### src/rtl/plt_pkg.sv
// Shared types and constants for the packet latency timestamp table.
// Used by the front, queue, back and top-level modules; depends on nothing.
`default_nettype none
package plt_pkg;

	localparam logic [15:0] ETHERTYPE_IPV4 = 16'h0800;
	localparam logic [7:0]  PROTO_UDP      = 8'd17;
	localparam logic [15:0] FIRST_PORT_RST  = 16'd4999;
	localparam logic [15:0] SECOND_PORT_RST = 16'd5000;

	localparam logic [2:0] STATUS_IGNORED  = 3'd0;
	localparam logic [2:0] STATUS_RECORDED = 3'd1;
	localparam logic [2:0] STATUS_RANGE    = 3'd2;
	localparam logic [2:0] STATUS_EMPTY    = 3'd3;
	localparam logic [2:0] STATUS_MEASURED = 3'd4;

	localparam int QUEUE_DEPTH = 2;
	localparam int QPTR_W      = $clog2(QUEUE_DEPTH);

	// What the back end has to do with a classified packet.
	typedef enum logic [1:0] {
		KIND_IGNORE = 2'd0,
		KIND_RANGE  = 2'd1,
		KIND_RECORD = 2'd2,
		KIND_FETCH  = 2'd3
	} item_kind_t;

	typedef struct packed {
		item_kind_t   kind;
		logic         cls;
		logic [31:0]  pidx;
		logic [63:0]  ts;
	} item_t;

endpackage
`default_nettype wire

### src/rtl/plt_front.sv
// Front end: qualifies each accepted packet header and classifies it for the back end.
// Depends on plt_pkg.
`default_nettype none
module plt_front import plt_pkg::*; #(
	parameter int TABLE_DEPTH = 16384
) (
	input  wire logic        accept,
	input  wire logic        action,
	input  wire logic [15:0] ethertype,
	input  wire logic [7:0]  ip_protocol,
	input  wire logic [15:0] src_port,
	input  wire logic [15:0] dst_port,
	input  wire logic [31:0] seq_index,
	input  wire logic [63:0] timestamp,
	input  wire logic [15:0] first_port,
	input  wire logic [15:0] second_port,
	output logic             push,
	output item_t            push_item
);

	logic port_hit;
	logic qualify;
	logic in_range;

	assign port_hit = (src_port == first_port) || (dst_port == first_port) ||
	                  (src_port == second_port) || (dst_port == second_port);
	assign qualify  = (ethertype == ETHERTYPE_IPV4) && (ip_protocol == PROTO_UDP) && port_hit;
	assign in_range = seq_index < 32'(TABLE_DEPTH);

	always_comb begin
		push_item.ts = timestamp;
		if (!qualify) begin
			push_item.kind = KIND_IGNORE;
			push_item.cls  = 1'b0;
			push_item.pidx = '0;
		end else begin
			push_item.cls  = (dst_port != first_port);
			push_item.pidx = seq_index;
			if (!in_range) begin
				push_item.kind = KIND_RANGE;
			end else if (action) begin
				push_item.kind = KIND_FETCH;
			end else begin
				push_item.kind = KIND_RECORD;
			end
		end
	end

	assign push = accept;

endmodule
`default_nettype wire

### config.mk
export PLATFORM = sky130hd
export DESIGN_NAME = plt_front
export DESIGN_NICKNAME = d
export VERILOG_FILES = /design/src/rtl/plt_pkg.sv /design/src/rtl/plt_front.sv
export SDC_FILE = /design/constraint.sdc
export NUM_CORES = 1
export LEC_CHECK = 0
export BUFFER_PORTS_ARGS = -buffer_cell sky130_fd_sc_hd__clkbuf_2
export CORE_AREA = 2 2 112 114
export DETAILED_ROUTE_END_ITERATION = 10
export DIE_AREA = 0 0 114 116
export GPL_TIMING_DRIVEN = 0
export PLACE_DENSITY = 0.56
export REMOVE_ABC_BUFFERS = 1
export SLEW_MARGIN = 5
export SYNTH_ARGS = -nofsm -noshare
export SYNTH_HDL_FRONTEND = slang
export SYNTH_SLANG_ARGS = --single-unit
### constraint.sdc
create_clock -name vclk -period 4.1
set_clock_uncertainty 0.1 [all_clocks]
set_input_delay 1.025 -clock vclk [all_inputs]
set_output_delay 1.025 -clock vclk [all_outputs]
set_load 0.01 [all_outputs]
---- Yosys cells after proc, flatten, opt, wreduce, memory -nomap -nowiden ----
Cells that the tools add are included.
Widths: inputs -> output; s select.
cells by class
  order comparisons ....................... 1
  equality and inequality tests ........... 7
  muxes and demuxes ....................... 3
  reduce and logical (&&, ||, !) cells .... 5
operators with widths
  kind                  count
  $eq 16x16->1          4
  $mux 35               1
  $lt 32x15->1 const B  1
  $eq 16x12->1 const B  1
  $ne 16x16->1          1
  $eq 8x5->1 const B    1
  $logic_or 1x1->1      3
  $logic_and 1x1->1     2
  $mux 2                1
  $mux 1                1
storage, ports and cells
  flip-flop bits (word level) ............. 0
  output and inout port bits .............. 100
  word-level logic and storage cells ...... 16

---- Longest topological paths before layout ----
  word-level depth ........................ 6
  depth in mapped cells ................... 7

---- Least setup slack after synthesis ----
OpenSTA, ideal clock, no wires.
  path type ............................... input -> output
  start point ............................. in second_port[2]
  end point ............................... out push_item[68] (netlist bit)
  data arrival time ....................... 2.226 ns
  data required time ...................... 2.975 ns
  slack ................................... 0.749 ns
  stages on the path ...................... 7
  cells stage by stage .................... xnor2_1 -> nand4_1 -> nor4_1 -> or4_1 -> buf_2 -> buf_6 -> and3_1
RTL lines
  element      line             text
  from (decl)  plt_front.sv:16  input wire logic [15:0] second_port,
  to (decl)    plt_front.sv:18  output item_t push_item

==> impl_metrics.json <==
{
  "final_util_pct": 17.3,
  "grt_pass1_wl_mm": 15.3,
  "rsz0062_at_grt": "false",
  "finalInstanceArea_mm2": 0.00206,
  "crit_path_end_kind": "output pin",
  "yosysTopAreaCellShare_pct": 36.0,
  "core-area_mm2": 0.0119,
  "hold_viol": 0,
  "area_growth_pct": 32.3,
  "placed_area_mm2": 0.00200,
  "tightest_slew_ps": 615,
  "path_max_fanout": 18,
  "drive_gt1_share_pct": 55.8,
  "p_sw_share_pct": 45.1,
  "diodes": 0,
  "period_share_pct": 96.3,
  "crit_arrival_ps": 2820,
  "seq_cells": 0,
  "io_pins": 286,
  "final_cell_count_no_fill": 441,
  "first_global_vias": 1683,
  "worstSetupPathType": "in2out",
  "whs_ps": 1950,
  "dr.pass1.iters": 4,
  "gr-total-overflow": 0,
  "cellPowerDensity_mw_per_mm2": 76.6,
  "startpoint_type": "input port",
  "die_area_mm2": 0.0132,
  "leakagePower_nw": 1.07,
  "status": "finished, final reports clean",
  "crit_required_ps": 2970,
  "drtIter0Drc": 66,
  "die_h_um": 116,
  "ys_top_cells_by_area": "xnor2_1 (36%), buf_4 (31%), and3_1 (14%)",
  "nets": 482,
  "row_count": 40,
  "wl_per_cell_um": 30.3,
  "grt_max_degree": 36,
  "period_needed_ps": 3950,
  "seqCellArea_um2": 0,
  "finalSetupViolCount": 0,
  "avgSynthCellArea_um2": 7.48,
  "num_vias": 1893,
  "num-fill-cells": 1354,
  "ant_nets": 0,
  "synth_top_cell_by_area": "xnor2_1",
  "wirelength_mm": 13.4,
  "clkbuf_count": 0,
  "via_per_inst": 4.29,
  "ctsHoldBuffers": 0,
  "syn_inst": 208,
  "dp_cells": 440,
  "yosysWarnings": 0,
  "max_freq_mhz": 253,
  "multi_input_area_mm2": 0.00108,
  "synth_cell_type_count": 15,
  "clockPowerShare_pct": 0,
  "netlist_area_mm2": 0.00156,
  "ir_worst_vdd_uv": 30.1,
  "slew_headroom_pct": 58.6,
  "antenna_found_initial": 0,
  "cap_violations": 0,
  "p_seq_share_pct": 0,
  "internal-power_mw": 0.0865,
  "maxSlewViolCount": 0,
  "drc_errors": 0,
  "yosysSeqAreaShare_pct": 0,
  "initial_core_util_pct": 13.1,
  "grt_usage_pct": 17.9,
  "cts_setup_buffers": 0,
  "port_buffers": 156,
  "holdCritPathClass": "in2out",
  "p_switching_mw": 0.0710,
  "dieWidth_um": 114,
  "dp_hpwl_mm": 12.0,
  "combPwrFrac_pct": 100.0,
  "gp_congestion": 0.859
}
power by group through the flow:
stage / clock network (mW) / registers (mW) / logic (mW)
floorplan: 0 / 0 / 0.0624
global placement: 0 / 0 / 0.154
detailed placement: 0 / 0 / 0.156
CTS: 0 / 0 / 0.157
global route: 0 / 0 / 0.172
finish: 0 / 0 / 0.158
per-layer routing:
layer	wire [um]	vias to the layer above	GRT usage, %
met5	86	-	4.81
met4	50	2	0.569
met3	3170	4	21.1
met2	6660	247	32.6
met1	3410	805	12.2
li1	-	835	-
placed cells by master (no fill, tap or decap):
cell type  count
nand3_1        1
and3_1        34
or4_4          2
and3b_1        1
nor4_4         2
nand4_1       17
nand2_1        1
nor4_2         2
nor4_1         7
nand2b_1       1
xnor2_1       64
or4_1          1
buf_8          1
clkbuf_2     156
nor4b_1        3
nor2_2         1
cell usage after synthesis:
master	number
and3_1	34
and3b_1	1
nor4b_1	3
nand2_1	1
nand4_1	17
xnor2_1	64
clkbuf_1	3
nor2_1	1
nor4_1	11
or4_1	2
nand3_1	1
buf_2	1
buf_6	3
buf_4	65
nand2b_1	1
worst max-delay path, stage by stage:
cell and delay [ps]:
clkbuf_2 110, xnor2_1 170, nand4_1 180, nor4_2 630, or4_4 380, and3_1 190, clkbuf_2 130
metrics by stage:
| step | setup TNS, ps | worst slack (ps) | total power, mW |
|---|---|---|---|
| after floorplan | 0 | 475 | 0.0624 |
| after global placement | -12170 | -371 | 0.154 |
| after detailed placement | -11970 | -351 | 0.156 |
| after CTS | 0 | 89.3 | 0.157 |
| after global routing | 0 | 0.114 | 0.172 |
| final | 0 | 152 | 0.158 |
layout make-up:
cell class         instances  share of cell area (%)
well taps                147                    8.94
repair buffers           157                    38.7
multi-input cells        137                    52.4
what timing repair did:
item,4_1_cts,5_1_grt
setup endpoints to repair,35,35
pin swaps,0,1
gates resized for setup,1,7
cloned,0,1
kinds of logic (layout without fill, tap and decap cells):
group | Yosys count | after routing | share of synthesized area (%)
xor+xnor | 64 | 64 | 36.0
simple gates | 72 | 73 | 29.4
buf+inv | 72 | 157 | 34.6
worst paths after layout:
kind	from	to	slack [ps]	cells after the start
max	src_port[3]	push_item[72]	150	7
min	timestamp[30]	push_item[30]	1950	0
(Power assumes the default switching activity.)
