$ cat config.mk
export PLATFORM = sky130hd
export DESIGN_NAME = plt_queue
export DESIGN_NICKNAME = d
export VERILOG_FILES = /design/src/rtl/plt_pkg.sv /design/src/rtl/plt_queue.sv
export SDC_FILE = /design/constraint.sdc
export NUM_CORES = 1
export LEC_CHECK = 0
export ABC_AREA = 1
export BUFFER_PORTS_ARGS = -buffer_cell sky130_fd_sc_hd__buf_2
export CAP_MARGIN = 40
export CORE_ASPECT_RATIO = 1.25
export CORE_MARGIN = 3
export CORE_UTILIZATION = 56
export DETAILED_ROUTE_END_ITERATION = 12
export MAX_ROUTING_LAYER = met4
export PLACE_DENSITY = 0.83
export REMOVE_ABC_BUFFERS = 1
export SYNTH_ARGS = -nofsm -noshare
export SYNTH_HDL_FRONTEND = slang
export SYNTH_SLANG_ARGS = --single-unit
$ cat constraint.sdc
create_clock -name clk -period 14.4 [get_ports clk]
set_input_delay 2.16 -clock clk [delete_from_list [all_inputs] [get_ports clk]]
set_output_delay 2.16 -clock clk [all_outputs]
set_load 0.02 [all_outputs]
$ cat src/rtl/plt_pkg.sv
// Shared types and constants for the packet latency timestamp table.
// Used by the front, queue, back and top-level modules; depends on nothing.
`default_nettype none
package plt_pkg;

	localparam logic [15:0] ETHERTYPE_IPV4 = 16'h0800;
	localparam logic [7:0]  PROTO_UDP      = 8'd17;
	localparam logic [15:0] FIRST_PORT_RST  = 16'd4999;
	localparam logic [15:0] SECOND_PORT_RST = 16'd5000;

	localparam logic [2:0] STATUS_IGNORED  = 3'd0;
	localparam logic [2:0] STATUS_RECORDED = 3'd1;
	localparam logic [2:0] STATUS_RANGE    = 3'd2;
	localparam logic [2:0] STATUS_EMPTY    = 3'd3;
	localparam logic [2:0] STATUS_MEASURED = 3'd4;

	localparam int QUEUE_DEPTH = 2;
	localparam int QPTR_W      = $clog2(QUEUE_DEPTH);

	// What the back end has to do with a classified packet.
	typedef enum logic [1:0] {
		KIND_IGNORE = 2'd0,
		KIND_RANGE  = 2'd1,
		KIND_RECORD = 2'd2,
		KIND_FETCH  = 2'd3
	} item_kind_t;

	typedef struct packed {
		item_kind_t   kind;
		logic         cls;
		logic [31:0]  pidx;
		logic [63:0]  ts;
	} item_t;

endpackage
`default_nettype wire

$ cat src/rtl/plt_queue.sv
// Short FIFO of classified items between the front end and the back end.
// Depends on plt_pkg.
`default_nettype none
module plt_queue import plt_pkg::*; (
	input  wire logic  clk,
	input  wire logic  arst_n,
	input  wire logic  push,
	input  item_t      push_item,
	input  wire logic  pop,
	output item_t      head_item,
	output logic       empty,
	output logic       full
);

	item_t              entry_q [QUEUE_DEPTH];
	logic [QPTR_W-1:0]  wr_ptr_q;
	logic [QPTR_W-1:0]  rd_ptr_q;
	logic [QPTR_W:0]    count_q;

	assign empty     = (count_q == '0);
	assign full      = (count_q == (QPTR_W+1)'(QUEUE_DEPTH));
	assign head_item = entry_q[rd_ptr_q];

	always_ff @(posedge clk) begin
		if (push) begin
			entry_q[wr_ptr_q] <= push_item;
		end
	end

	always_ff @(posedge clk or negedge arst_n) begin
		if (!arst_n) begin
			wr_ptr_q <= '0;
			rd_ptr_q <= '0;
			count_q  <= '0;
		end else begin
			if (push) begin
				wr_ptr_q <= (wr_ptr_q == QPTR_W'(QUEUE_DEPTH-1)) ? '0 : wr_ptr_q + 1'b1;
			end
			if (pop) begin
				rd_ptr_q <= (rd_ptr_q == QPTR_W'(QUEUE_DEPTH-1)) ? '0 : rd_ptr_q + 1'b1;
			end
			if (push && !pop) begin
				count_q <= count_q + 1'b1;
			end else if (pop && !push) begin
				count_q <= count_q - 1'b1;
			end
		end
	end

endmodule
`default_nettype wire

# Word-level counts from Yosys, hierarchy flattened
# Memories as Yosys holds them, arrays and structs flattened.
# Index checks and enable logic that the tools add are counted.
classes:
  add_sub_neg: 4
  n_eq_ne: 1
  n_mux: 6
  n_reduce_logical: 6
ops:
  columns: ["operator", "n"]
  rows:
  - ["1-bit 2-to-1 mux", 4]
  - ["2-bit 2-to-1 mux", 2]
  - ["1-bit adder, second input constant", 2]
  - ["2-bit by 1-bit adder with 2-bit output, second input constant", 1]
  - ["2-bit equality test, second input constant", 1]
  - ["1-bit logical AND", 2]
  - ["1-bit zero test", 2]
  - ["2-bit zero test", 1]
  - ["2-bit nonzero test", 1]
  - ["2-bit by 1-bit subtractor with 2-bit output, second input constant", 1]
totals:
  reg_bits: 4
  ram_bits: 198
  in_bits: 103
  out_inout_bits: 101
  memories: 1
mem_list:
  columns: ["name", "depth", "width", "read_ports", "rd_ports_with_merged_regs", "write_ports", "line", "source"]
  rows:
  - ["entry_q", 2, 99, 1, 0, 1, "plt_queue.sv:15", "item_t entry_q [QUEUE_DEPTH];"]

# Longest topological paths before layout
depth:
  word_depth: 4
  ltp_mapped: 7
  ltp_nobuf: 7

# Least setup slack after synthesis
# No wires, ideal clock.
synth_timing:
  path_type: "input -> register"
  start: "input port push"
  end: "memory entry_q[0][0] (netlist name), enable pin"
  setup_time_ps: 560
  arrival_ps: 6344
  required_time_ps: 13840
  path_slack_ps: 7496
  cell_stages: 2
  cell_sequence: "inv_1 nor2_1"
synth_between:
  elab_chain_len: 2
synth_rtl:
  columns: ["item", "line", "source"]
  rows:
  - ["start: declaration", "plt_queue.sv:7", "input wire logic push,"]
  - ["1-bit 2-to-1 mux", "plt_queue.sv:25", "if (push) begin"]
  - ["1-bit 2-to-1 mux (not written as such)", "plt_queue.sv:26", "entry_q[wr_ptr_q] <= push_item;"]
  - ["end: declaration", "plt_queue.sv:15", null]
# No other way between the ends.

==> out/results.tsv <==
metric	value	unit
run_status	complete, no violations	
drtIter0Drc	170	
first_pass_iters	4	
routed_wl	13.8	mm
critPathKind	flop to primary output	
grt_pass1_vias	4103	
crit_path_top_delay_cell	dfrtp_4	
grt-ovfl-total	0	
postCtsHoldBufs	0	
crit_required	12240	ps
rrSetupSlack	12210	ps
cts_root_buf	clkbuf_16	
hold_ws	530	ps
critical_path.max_fanout	32	
die_y	138	µm
die_area	15500	µm²
io_buffers	203	
nNetsFinal	656	
place_hpwl	9.40	mm
path_clk_slew	60	ps
cp-start-kind	flop	
avgViaCountPerCell	5.12	
r2r-start	wr_ptr_q	
areaGrowthSynthToFinish	22.3	%
drv_cap	0	
worst_setup_path_end_kind	primary output	
period_share	31.8	%
hold_path_end	count_q[1]	
worst_slack	9820	ps
clock_latency	470	ps
htree_num_levels	1	
setup_viol	0	
fp-row-count	47	
min_path_type	flop to flop	
grt_use_met1	20.1	%
dp_worst_setup_slack	10280	ps
whs_path_depth	2	
cts.sinks	202	
skew	10.5	ps
fmax	0.218	GHz
clockBufferDepth	3	
drive_gt1_share	59.9	%
ff2ff_path_depth	3	
finalSetupTns	0	ps
timing.rr.end	entry_q[0][13]	
netlist_area	7850	µm²
grt_pass1_wl	21.3	mm
tightest_slew	733	ps
cts_tree	yes	
grt_usage	18.0	%
vias	3789	
final_antenna_net_count	0	
grt_util_met3	3.93	%
max-vdd-ir-drop	0.155	mV
io_pins	204	
antenna_found_initial	5	
wire_per_inst	18.6	µm
synth-seq-cells	202	
core	13500	µm²
hp-start	count_q[1]	
final_period_minus_worst_setup_slack	4580	ps
grt_max_degree	56	
avgSynthCellArea	23.6	µm²
ctsResizeCount	0	
crit_arrival	2420	ps
layout_commonest_cell	buf_2	
cts_buffers	19	
grt-busiest-layer	met2	
rsz0062_at_grt	no	
maxSlewViolCount	0	
yosysSeqAreaShare	77.0	%
slowest_delay	680	ps
synth_warnings	0	
post-route-util	71.3	%
p_leak	3.95	nW
finalWeightedCongestion	0.723	
final_hold_viol_count	0	
cts_setup_buffers	0	
path_cells	buf_4 -> buf_12 -> mux2_4 -> buf_2	
start_util	58.3	%
p_per_area	209	nW/µm²
dieWidth	112	µm
syn-instance-count	333	
drc	0	
max-slew-margin-rel	51.1	%
final_cell_mix	buf_2, edfxtp_1, mux2_4, clkbuf_16, inv_1	
grt_util_met2	30.9	%
synth_cell_types	13	
## layout make-up
type / instances / area, µm²
Antenna cell: 5 / 12.5
Clock buffer: 26 / 532
Clock inverter: 7 / 108
Fill cell: 841 / 3860
Inverter: 7 / 28.8
Multi-Input combinational cell: 113 / 1570
Sequential cell: 202 / 6050
Tap cell: 171 / 214
Timing Repair Buffer: 209 / 1090
## sequential cells by signal (all words and copies together) (netlist names)
register  flops
count_q       2
entry_q     198
rd_ptr_q      1
wr_ptr_q      1
## critical path: cells and delay by family, from the launching register on
kind / cells / cell delay [ps]
buf+inv: 3 / 880
mux: 1 / 340
flops: 1 / 680
## cell usage after synthesis (all sizes together)
| master | number | area, µm² |
|---|---|---|
| buf | 11 | 211 |
| dfrtp | 4 | 100 |
| edfxtp | 198 | 5950 |
| ha | 1 | 12.5 |
| inv | 7 | 26.3 |
| mux2 | 99 | 1490 |
| nand2 | 5 | 18.8 |
| nand3 | 1 | 5.00 |
| nand4 | 1 | 6.26 |
| nor2 | 3 | 11.3 |
| xnor2 | 1 | 8.76 |
| xor2 | 2 | 17.5 |
## cell families (layout without fill, tap and decap cells)
| family | after synthesis | in the layout | synth area share, % |
|---|---|---|---|
| xor gates and xnor gates | 3 | 3 | 0.335 |
| adders and majority gates | 1 | 1 | 0.159 |
| buffers and inverters | 18 | 249 | 3.03 |
| DFF | 202 | 202 | 77.0 |
| muxes | 99 | 99 | 18.9 |
| other | 0 | 5 | 0 |
| and+or+nand+nor | 10 | 10 | 0.526 |
## report_power, final
group          switching, W  internal, W
logic              0.000374     0.000307
registers         0.0000474     0.000782
clock network      0.000190     0.000311
total              0.000612      0.00140
## per-layer routing
metal  share of wire, %  vias to the layer above
li1                   -                     1747
met2                 54                      144
met3                7.3                       38
met1                 35                     1860
met4                3.6                        0
met5                  0                        -
## worst max-delay path by stage
| stage | start | endpoint | slack, ps | cells after the start |
|---|---|---|---|---|
| detailed placement | rd_ptr_q | head_item[81] | 10280 | 4 |
| global route | rd_ptr_q | head_item[81] | 9710 | 4 |
| global placement | rd_ptr_q | head_item[81] | 9770 | 3 |
| floorplan | push | entry_q[0][0] | 7500 | 2 |
| CTS | rd_ptr_q | head_item[81] | 9770 | 4 |
| finish | rd_ptr_q | head_item[81] | 9820 | 4 |
## metrics by stage
| stage | total power, W | cells | area (µm²) |
|---|---|---|---|
| floorplan | 0.00139 | 322 | 7640 |
| global placement | 0.00151 | 700 | 8910 |
| detailed placement | 0.00153 | 702 | 8950 |
| CTS | 0.00204 | 735 | 9590 |
| global route | 0.00210 | 740 | 9600 |
| finish | 0.00201 | 740 | 9600 |
No activity file was read; power rests on OpenSTA's default activity.
